--- config.mk ---
export PLATFORM = sky130hd
export DESIGN_NAME = ontp_ram
export DESIGN_NICKNAME = d
export VERILOG_FILES = /design/src/hdl/ontp_ram.sv
export SDC_FILE = /design/constraint.sdc
export NUM_CORES = 1
export LEC_CHECK = 0
export BUFFER_PORTS_ARGS = -buffer_cell sky130_fd_sc_hd__buf_2
export CAP_MARGIN = 20
export CORE_MARGIN = 2
export CORE_UTILIZATION = 50
export DETAILED_ROUTE_END_ITERATION = 10
export PLACE_DENSITY = 0.67
export SETUP_SLACK_MARGIN = 0.2
export SLEW_MARGIN = 20
export SYNTH_ARGS = -nofsm -noshare
export SYNTH_HDL_FRONTEND = slang
export SYNTH_SLANG_ARGS = --single-unit
--- constraint.sdc ---
create_clock -name clock -period 2.11 [get_ports clock]
set_input_delay 0.1055 -clock clock [delete_from_list [all_inputs] [get_ports clock]]
set_output_delay 0.1055 -clock clock [all_outputs]
set_load 0.03 [all_outputs]
--- src/hdl/ontp_ram.sv ---
`timescale 1ns / 1ps
`default_nettype none

module ontp_ram #(
   parameter int WIDTH = 8,
   parameter int DEPTH = 16,
   localparam int ADDR_W = $clog2(DEPTH)
) (
   input  logic              clock,
   input  logic              we,
   input  logic [ADDR_W-1:0] waddr,
   input  logic [WIDTH-1:0]  wdata,
   input  logic [ADDR_W-1:0] raddr,
   output logic [WIDTH-1:0]  rdata
);

   logic [WIDTH-1:0] mem [DEPTH];

   always_ff @(posedge clock) begin
      if (we) begin
         mem[waddr] <= wdata;
      end
   end

   // A read of the address being written returns the old word.
   always_ff @(posedge clock) begin
      rdata <= mem[raddr];
   end

endmodule

`default_nettype wire

# ---- Yosys cells after proc, flatten, opt, wreduce, memory -nomap -nowiden
# Memories as Yosys holds them, arrays and structs flattened. A register that Yosys moved wholly into a read port is not among the register bits.
# Cells that the tools add are included.
dict set report totals {
  inputBits 18
  ramBits 128
  out_inout_bits 8
  wordCells 3
  n_memories 1
  regBits 0
}
# name words width rd rd_ports_with_merged_regs wr line
set mem_list {}
lappend mem_list {mem 16 8 1 1 1 17} ;# logic [WIDTH-1:0] mem [DEPTH];
dict set report op_classes {
  n_mux 2
}
# cell count
set op_table {}
lappend op_table {{$mux W1} 2}

# ---- Depth between registers and ports, before layout
# Gate-level depths: netlist (run 1).
dict set report depth {
  ltp_word 2
  mapped_depth 5
  mapped_depth_nobuf 3
}

# ---- Worst setup path before layout (run 1)
# Ideal clock, no wire load.
dict set report synth_timing {
  path_type {input to register}
  from {in waddr[2]}
  to {mem mem[0][0], enable pin}
  path_slack_ps 512
  required_time_ps 1727
  t_arrival_ps 1215
  path_buffers 0
  setup_ps 383
  cell_stages 2
  path_cell_list {or3b_2 > nor3_1}
}
# element line
set synth_lines {}
lappend synth_lines {{start: declaration} 11} ;# input logic [ADDR_W-1:0] waddr,
lappend synth_lines {{end: declaration} 17}
# Straight into the memory's write port.

==> results.sh, run 1 <==
export IMPL_ys_warn_count=0
export IMPL_fin_crit_sh_pct=64.3
export IMPL_dp_cells=402
export IMPL_port_buffer_count=25
export IMPL_syn_inst=229
export IMPL_muxShareOfSynthArea_pct=15.0
export IMPL_grt_pass1_wl_microns=14800
export IMPL_powerDensity_nw_per_um2=972
export IMPL_routed_wl_microns=9540
export IMPL_clk_pin_slew_ns=0.06
export IMPL_power_leakage_nw=2.10
export IMPL_cts_htree_levels=4
export IMPL_hold_viol_final=0
export IMPL_die_y_microns=105
export IMPL_cts_buffers=17
export IMPL_antenna_found_initial=0
export IMPL_place_ws_ns=0.304
export IMPL_synth_xor_area_share_pct=0
export IMPL_yosys_area_share_adder_pct=0
export IMPL_placed_cell_area_sq_um=5530
export IMPL_n_fill_cell=704
export IMPL_netlist_area_sq_um=5150
export IMPL_cts_setup_buffers=0
export IMPL_finish_instance_area_sq_um=6150
export IMPL_synth_cell_type_count=19
export IMPL_cp_end_kind="flop"
export IMPL_grt_max_degree=21
export IMPL_arrival_ns=1.75
export IMPL_start_kind="flop"
export IMPL_vias_per_cell=5.46
export IMPL_syn_to_final_growth_pct=19.6
export IMPL_post_route_util_pct=60.7
export IMPL_cts_hold_buf=8
export IMPL_cts_sinks=136
export IMPL_dieArea_sq_um=11100
export IMPL_drt_initial_drc_count=156
export IMPL_synthSimpleGateAreaFrac_pct=3.18
export IMPL_ant_nets=0
export IMPL_gpl_final_weighted_congestion=0.739
export IMPL_hp_class="input port to flop"
export IMPL_setup_viol=0
export IMPL_nets=311
export IMPL_critPathKind="flop to flop"
export IMPL_synth_compound_area_share_pct=2.33
export IMPL_die_w_microns=105
export IMPL_synth_top_family_by_area="multiplexers"
export IMPL_wire_per_inst_microns=21.6
export IMPL_vias=2413
export IMPL_cts_tree="yes"
export IMPL_num_rows=37
export IMPL_diodes=0
export IMPL_track_usage_pct=19.0
export IMPL_skew_ns=0.00874
export IMPL_max_slew_margin_pct=60.8
export IMPL_drive_gt1_share_pct=31.4
export IMPL_syn_num_nets=247
export IMPL_status="complete, no violations"
export IMPL_setup_ws_ns=0.754
export IMPL_critical_path_required_ns=2.50
export IMPL_maxCapViolCount=0
export IMPL_clk_latency_ns=0.51
export IMPL_max_freq_mhz=737
export IMPL_fin_crit_ns=1.36
export IMPL_synth_seq_area_share_pct=77.8
export IMPL_clk_path_buf_depth=2
export IMPL_start_util_pct=50.8
export IMPL_grt_overflow_total=0
export IMPL_tns_ns=0
export IMPL_root_buffer="clkbuf_8"
export IMPL_ys_ff_latch=136
export IMPL_rsz0062_at_grt="false"
export IMPL_avgSynthCellArea_sq_um=22.5
export IMPL_ios=26
export IMPL_fin_cells=442
export IMPL_peakVddDrop_v=0.000545
export IMPL_dr_pass1_iters=4
export IMPL_place_hpwl_microns=5960
export IMPL_cp_max_fo=1
export IMPL_ctsResizeCount=0
export IMPL_core_area_sq_um=10100
export IMPL_grt_pass1_vias=2510
export IMPL_drc=0
export IMPL_reg2reg_setup_slack_ns=0.75
export IMPL_tightest_slew_ns=0.586
export IMPL_slew_viol_final=0
==> final timing paths <==
check / startpoint / to / depth (start not counted)
hold reg to reg: mem[14][2]$_DFFE_PP_ / rdata[2]$_DFF_P_ / 3
setup reg to reg: mem[1][5]$_DFFE_PP_ / rdata[5]$_DFF_P_ / 3
hold / removal: waddr[0] / mem[8][3]$_DFFE_PP_ / 3
setup / recovery: mem[1][5]$_DFFE_PP_ / rdata[5]$_DFF_P_ / 3
==> cell families (layout without fill, tap and decap cells) <==
kind of cell           count (synthesis)  after routing
flip-flops                           136            136
multiplexers                          32             32
AND/OR/NAND/NOR                       35             35
AO/OA/AOI/OAI                         16             16
buffers and inverters                 10             87
==> cell usage after synthesis (all sizes together) <==
| cell type | n | area [sq um] |
|---|---|---|
| a22oi | 16 | 120 |
| nor2 | 13 | 48.8 |
| mux4 | 32 | 773 |
| nand2 | 9 | 33.8 |
| buf | 7 | 56.3 |
| nand3 | 1 | 5.00 |
| nand2b | 2 | 12.5 |
| and2 | 1 | 6.26 |
| nor3 | 4 | 20.0 |
| edfxtp | 128 | 3840 |
| and2b | 1 | 7.51 |
| nand3b | 2 | 15.0 |
| nor2b | 1 | 6.26 |
| dfxtp | 8 | 160 |
| or3b | 1 | 8.76 |
| clkdlybuf4s25 | 3 | 30.0 |
==> flip-flops by register name, summed over array words and instances, names as in the netlist <==
signal / count
rdata: 8
mem: 128
==> metrics by stage <==
step,hold slack (ns),power [mW]
4_1_cts,0.133,6.02
3_3_place_gp,0.488,3.40
6_report,0.152,5.98
5_1_grt,0.152,6.16
2_1_floorplan,0.204,3.28
3_5_place_dp,0.499,3.41
==> critical path: stages (launching register included) <==
cell	delay (ns)
edfxtp_1	0.34
mux4_1	0.50
a22oi_1	0.30
nand2_1	0.10
==> routing by layer <==
| metal | GRT usage [%] | up-vias | wire, microns |
|---|---|---|---|
| met1 | 26.1 | 1221 | 4020 |
| met4 | 7.14 | 0 | 91 |
| li1 | - | 1100 | - |
| met5 | 0 | - | 0 |
| met2 | 29.9 | 81 | 4840 |
| met3 | 4.39 | 11 | 594 |
==> report_power, final <==
part | leakage, nW | total [mW] | internal, mW | switching [mW]
logic | 0.624 | 0.317 | 0.132 | 0.185
registers | 1.22 | 3.04 | 3.02 | 0.0182
clock network | 0.253 | 2.62 | 1.58 | 1.04
==> layout make-up <==
class / count / area (sq um) / share of cell area, %
clock buffer: 20 / 435 / 7.07
clock inverter: 12 / 105 / 1.71
multi-input combinational: 83 / 1060 / 17.2
timing repair buffer: 55 / 383 / 6.22
sequential: 136 / 4000 / 65.1
tap: 136 / 170 / 2.76
==> placed cells by master, fill, tap and decap left out, types with 9 or more instances in the layout <==
master     synthesis  final
a22oi_1           16     16
buf_2              3     25
buf_4              1     21
clkbuf_16          0     16
edfxtp_1         128    128
mux4_1            14     14
mux4_2            18     18
nand2_1            9      9
nor2_1            13     13
(Power assumes the default switching activity.)
==> run 2: changes to the inputs <==
--- a/config.mk
+++ b/config.mk
@@ -10,7 +10,7 @@
 export CORE_MARGIN = 2
 export CORE_UTILIZATION = 50
 export DETAILED_ROUTE_END_ITERATION = 10
-export PLACE_DENSITY = 0.67
+export PLACE_DENSITY = 0.7
 export SETUP_SLACK_MARGIN = 0.2
 export SLEW_MARGIN = 20
 export SYNTH_ARGS = -nofsm -noshare
==> constraint.sdc (replaced) <==
create_clock -name clock -period 1.2 [get_ports clock]
set_input_delay 0.06 -clock clock [delete_from_list [all_inputs] [get_ports clock]]
set_output_delay 0.06 -clock clock [all_outputs]
set_load 0.03 [all_outputs]
==> run 2 against run 1 <==
  * The flow now finishes with violations (setup timing)
  * Power up 82%
  * Via count up 2.1%
  * Clock power grew 86%
  * Sequential share of layout area decreased by 3.3 points
  * Cell area rose by 5.5%
  * Global-route usage rose by 0.45 points
  * Largest power group unchanged
==> results.sh, run 2 (synthesis results as in run 1) <==
export IMPL_root_buffer="clkbuf_8"
export IMPL_clk_path_buf_depth=2
export IMPL_tightest_slew_ns=0.883
export IMPL_antenna_found_initial=0
export IMPL_skew_ns=0.00590
export IMPL_regToRegEndpoint="rdata[4]$_DFF_P_"
export IMPL_powerDensity_nw_per_um2=1680
export IMPL_max_freq_mhz=784
export IMPL_cts_buffers=17
export IMPL_max_stage_delay_ns=0.48
export IMPL_wire_per_inst_microns=21.7
export IMPL_vias=2464
export IMPL_syn_to_final_growth_pct=26.2
export IMPL_cts_sinks=136
export IMPL_peakVddDrop_v=0.000823
export IMPL_reg2reg_setup_slack_ns=-0.08
export IMPL_drc=0
export IMPL_p_total_mw=10.9
export IMPL_dieArea_sq_um=11100
export IMPL_crit_path_cell_trace="mux4_2, a22oi_2, nand2_1"
export IMPL_largest_reg_flops=128
export IMPL_cts_tree="yes"
export IMPL_setup_viol=8
export IMPL_start_util_pct=50.8
export IMPL_die_w_microns=105
export IMPL_r2r_cells=3
export IMPL_critPathKind="flop to flop"
export IMPL_critPathBufInv=0
export IMPL_slowest_stage="mux4_2"
export IMPL_track_usage_pct=19.4
export IMPL_gpl_final_weighted_congestion=0.758
export IMPL_cp_startpoint="mem[0][4]$_DFFE_PP_"
export IMPL_routed_wl_microns=9810
export IMPL_rsz0062_at_grt="true"
export IMPL_drive_gt1_share_pct=47.5
export IMPL_final_cell_mix="edfxtp_1 (128), mux4_2 (32), buf_4 (21)"
export IMPL_ant_nets=0
export IMPL_hold_viol_final=0
export IMPL_power_leakage_nw=2.18
export IMPL_drt_initial_drc_count=163
export IMPL_status="finished with violations"
export IMPL_clk_pin_slew_ns=0.06
export IMPL_die_y_microns=105
export IMPL_cp_max_fo=1
export IMPL_r2r_start="mem[0][4]$_DFFE_PP_"
export IMPL_core_area_sq_um=10100
export IMPL_num_rows=37
export IMPL_violations="setup timing"
export IMPL_arrival_ns=1.67
export IMPL_start_kind="flop"
export IMPL_nets=321
export IMPL_slew_viol_final=0
export IMPL_reg_largest_list="mem x128, rdata x8"
export IMPL_clk_latency_ns=0.51
export IMPL_hp_class="input port to flop"
export IMPL_maxCapViolCount=0
export IMPL_post_route_util_pct=64.1
export IMPL_grt_pass1_vias=2655
export IMPL_grt_pass1_wl_microns=15200
export IMPL_diodes=0
export IMPL_critPathCapture="rdata[4]$_DFF_P_"
export IMPL_max_slew_margin_pct=41.0
export IMPL_cp_depth=3
export IMPL_critical_path_required_ns=1.59
export IMPL_regMostFlops="mem"
export IMPL_cp_end_kind="flop"
export IMPL_vias_per_cell=5.45
export IMPL_setup_ws_ns=-0.0753
export IMPL_place_hpwl_microns=6370
export IMPL_ios=26
export IMPL_port_buffer_count=25
export IMPL_cts_htree_levels=4
export IMPL_fin_crit_sh_pct=106
export IMPL_grt_max_degree=18
export IMPL_crit_family="multiplexers"
export IMPL_mostFrequentLayoutCell="edfxtp_1"
export IMPL_fin_crit_ns=1.28
export IMPL_grt_overflow_total=0
export IMPL_dr_pass1_iters=4
run 2: through the flow:
step | setup TNS (ns) | area (sq um) | hold WS [ns] | instances | setup WS [ns]
global route | -0.774 | 6490 | 0.0977 | 452 | -0.128
detailed placement | -2.96 | 5750 | 0.449 | 412 | -0.253
global placement | -2.48 | 5750 | 0.442 | 412 | -0.252
finish | -0.367 | 6490 | 0.0953 | 452 | -0.0753
floorplan | 0 | 5190 | 0.159 | 229 | 0.0370
CTS | -0.392 | 6490 | 0.0769 | 452 | -0.0645
run 2: repair_timing:
item | CTS | global route
endpoints found under the hold margin | 128 | 0
pin swaps | 2 | 0
hold buffers | 8 | 0
endpoints found under the setup margin | 16 | 16
setup buffers | 0 | 0
resized for setup | 32 | 0
gates cloned | 0 | 0
run 2: tightest hold or removal path: stages:
cell and delay [ns]:
buf_2 0.17, mux4_2 0.21, a22oi_2 0.06, nand2_1 0.07
run 2: worst min-delay path by stage:
stage	from	end	slack [ns]	cells past startpoint
final	raddr[1]	rdata[3]$_DFF_P_	0.1	4
after global routing	waddr[1]	mem[8][1]$_DFFE_PP_	0.1	3
after global placement	wdata[6]	mem[6][6]$_DFFE_PP_	0.44	1
after detailed placement	wdata[0]	mem[11][0]$_DFFE_PP_	0.45	1
after floorplan	wdata[0]	mem[0][0]$_DFFE_PP_	0.16	0
after CTS	raddr[1]	rdata[3]$_DFF_P_	0.08	4
run 2: layout make-up:
cell class / count / area, sq um
clock buffers: 17 / 414
clock inverters: 15 / 155
fillers: 645 / 3640
multi-input cells: 83 / 1110
flip-flops and latches: 136 / 4010
well taps: 136 / 170
repair buffers: 65 / 633
run 2: power breakdown:
| part | internal (mW) | switching (mW) | total (mW) |
|---|---|---|---|
| Sequential | 5.32 | 0.0450 | 5.36 |
| Clock | 2.83 | 2.04 | 4.87 |
| Combinational | 0.322 | 0.366 | 0.688 |
| Total | 8.46 | 2.45 | 10.9 |
run 2: per-layer routing:
metal	vias to the layer above	global-route usage [%]	routed length, microns
met5	-	0	0
met4	0	6.38	94
met3	8	5.44	440
met2	82	31.2	5080
met1	1261	26.0	4200
li1	1113	-	-
==> run 3: changes to the inputs <==
==> constraint.sdc (replaced) <==
create_clock -name clock -period 1.05 [get_ports clock]
set_input_delay 0.0525 -clock clock [delete_from_list [all_inputs] [get_ports clock]]
set_output_delay 0.0525 -clock clock [all_outputs]
set_load 0.03 [all_outputs]
==> run 3 against run 2 <==
  * The flow still finishes with violations (setup timing)
  * Critical path type unchanged
  * Sequential share of layout area decreased by 0.96 points
  * Global-route usage is 1.2 points lower
  * Critical endpoint is now rdata[7]$_DFF_P_
  * Clock skew decreased by 0.0021 ns
==> results.sh, run 3 (synthesis results as in run 1) <==
export IMPL_status="finished with violations"
export IMPL_violations="setup timing"
export IMPL_grt_pass1_vias=2565
export IMPL_cts_sinks=136
export IMPL_power_leakage_nw=2.19
export IMPL_cts_htree_levels=4
export IMPL_dieArea_sq_um=11100
export IMPL_mostFrequentLayoutCell="edfxtp_1"
export IMPL_port_buffer_count=25
export IMPL_slew_viol_final=0
export IMPL_antenna_found_initial=0
export IMPL_grt_pass1_wl_microns=14100
export IMPL_arrival_ns=1.66
export IMPL_maxCapViolCount=0
export IMPL_peakVddDrop_v=0.000944
export IMPL_regMostFlops="mem"
export IMPL_largest_reg_flops=128
export IMPL_cp_end_kind="flop"
export IMPL_r2r_cells=3
export IMPL_worstHoldPathCells=4
export IMPL_holdWs_ns=0.148
export IMPL_multi_input_area_sq_um=1170
export IMPL_die_w_microns=105
export IMPL_cts_tree="yes"
export IMPL_drt_initial_drc_count=214
export IMPL_hold_path_end="mem[2][5]$_DFFE_PP_"
export IMPL_drc=0
export IMPL_clk_path_buf_depth=2
export IMPL_min_from="waddr[3]"
export IMPL_max_slew_margin_pct=42.1
export IMPL_core_area_sq_um=10100
export IMPL_vias=2459
export IMPL_reg_largest_list="mem x128, rdata x8"
export IMPL_start_kind="flop"
export IMPL_final_cell_mix="edfxtp_1 (128), mux4_2 (32), buf_12 (18)"
export IMPL_rsz0062_at_grt="true"
export IMPL_hold_viol_final=0
export IMPL_critPathKind="flop to flop"
export IMPL_clk_latency_ns=0.52
export IMPL_ios=26
export IMPL_hp_class="input port to flop"
export IMPL_reg2reg_setup_slack_ns=-0.21
export IMPL_routed_wl_microns=9120
export IMPL_seq_area_sq_um=4010
export IMPL_cts_buffers=17
export IMPL_start_util_pct=50.8
export IMPL_grt_overflow_total=0
export IMPL_placed_cell_area_sq_um=5880
export IMPL_finish_instance_area_sq_um=6600
export IMPL_num_rows=37
export IMPL_powerDensity_nw_per_um2=1850
export IMPL_skew_ns=0.00376
export IMPL_place_ws_ns=-0.493
export IMPL_cts_setup_buffers=0
export IMPL_setup_ws_ns=-0.210
export IMPL_fin_crit_sh_pct=120
export IMPL_drive_gt1_share_pct=47.6
export IMPL_wire_per_inst_microns=20.2
export IMPL_cp_max_fo=1
export IMPL_vias_per_cell=5.45
export IMPL_regToRegEndpoint="rdata[7]$_DFF_P_"
export IMPL_fin_crit_ns=1.26
export IMPL_r2r_start="mem[8][7]$_DFFE_PP_"
export IMPL_gpl_final_weighted_congestion=0.742
export IMPL_ant_nets=0
export IMPL_clk_pin_slew_ns=0.06
export IMPL_track_usage_pct=18.2
export IMPL_p_total_mw=12.2
export IMPL_tightest_slew_ns=0.865
export IMPL_setup_viol=11
export IMPL_grt_max_degree=22
export IMPL_n_fill_cell=663
export IMPL_dr_pass1_iters=4
export IMPL_syn_to_final_growth_pct=28.1
export IMPL_critical_path_required_ns=1.45
export IMPL_diodes=0
export IMPL_nets=320
export IMPL_die_y_microns=105
export IMPL_root_buffer="clkbuf_8"
export IMPL_max_freq_mhz=793
export IMPL_place_hpwl_microns=6110
==> run 3: cell count changes in the layout (fill, tap and decap cells not counted), sizes merged <==
cell and delta:
inv -9, clkinv +8, clkbuf +2, clkinvlp -2, buf -1, bufinv +1
==> run 3: final cells by class <==
| cell class | instances | area share [%] |
|---|---|---|
| Sequential cell | 136 | 60.8 |
| Clock buffer | 19 | 6.39 |
| Timing Repair Buffer | 64 | 10.8 |
| Clock inverter | 13 | 1.69 |
| Multi-Input combinational cell | 83 | 17.7 |
| Tap cell | 136 | 2.58 |
==> run 3: how the worst max path moves through the flow <==
stage	cells after the start	start	slack [ns]	endpoint
floorplan	2	waddr[2]	-0.11	mem[0][0]$_DFFE_PP_
global placement	6	raddr[0]	-0.47	rdata[3]$_DFF_P_
finish	3	mem[8][7]$_DFFE_PP_	-0.21	rdata[7]$_DFF_P_
global route	3	mem[11][0]$_DFFE_PP_	-0.26	rdata[0]$_DFF_P_
detailed placement	6	raddr[0]	-0.49	rdata[3]$_DFF_P_
CTS	3	mem[10][0]$_DFFE_PP_	-0.23	rdata[0]$_DFF_P_
==> run 3: through the flow <==
step	instances	TNS (ns)	utilization, %
final	451	-1.44	65.1
after detailed placement	411	-17.86	58.0
after floorplan	229	-2.50	-
after CTS	451	-1.72	65.0
after global placement	411	-16.53	58.0
after global routing	451	-1.96	65.1
==> run 3: repair_timing <==
| action | in CTS | in global routing |
|---|---|---|
| gates resized for setup | 29 | 2 |
| cloned | 0 | 0 |
| hold buffers | 8 | 0 |
| pin swaps | 2 | 0 |
| endpoints found under the setup margin | 16 | 16 |
| endpoints found under the hold margin | 128 | 0 |
==> run 3: per-layer routing <==
| layer | routed length [microns] | global-route usage, % | up-vias |
|---|---|---|---|
| met4 | 86 | 8.00 | 0 |
| met1 | 3550 | 22.9 | 1264 |
| met5 | 0 | 0 | - |
| met2 | 4980 | 30.1 | 76 |
| met3 | 500 | 4.82 | 9 |
| li1 | - | - | 1110 |
==> run 3: worst max-delay path: stages, from the launching register on <==
cell      delay, ns
edfxtp_1       0.38
mux4_2         0.48
a22oi_2        0.20
nand2_1        0.09
==> run 3: report_power, final <==
group	leakage [nW]	internal (mW)	total (mW)	switching [mW]
Combinational	0.699	0.394	0.815	0.421
Clock	0.271	3.31	5.29	1.98
Sequential	1.22	6.08	6.13	0.0497
Total	2.19	9.78	12.2	2.45
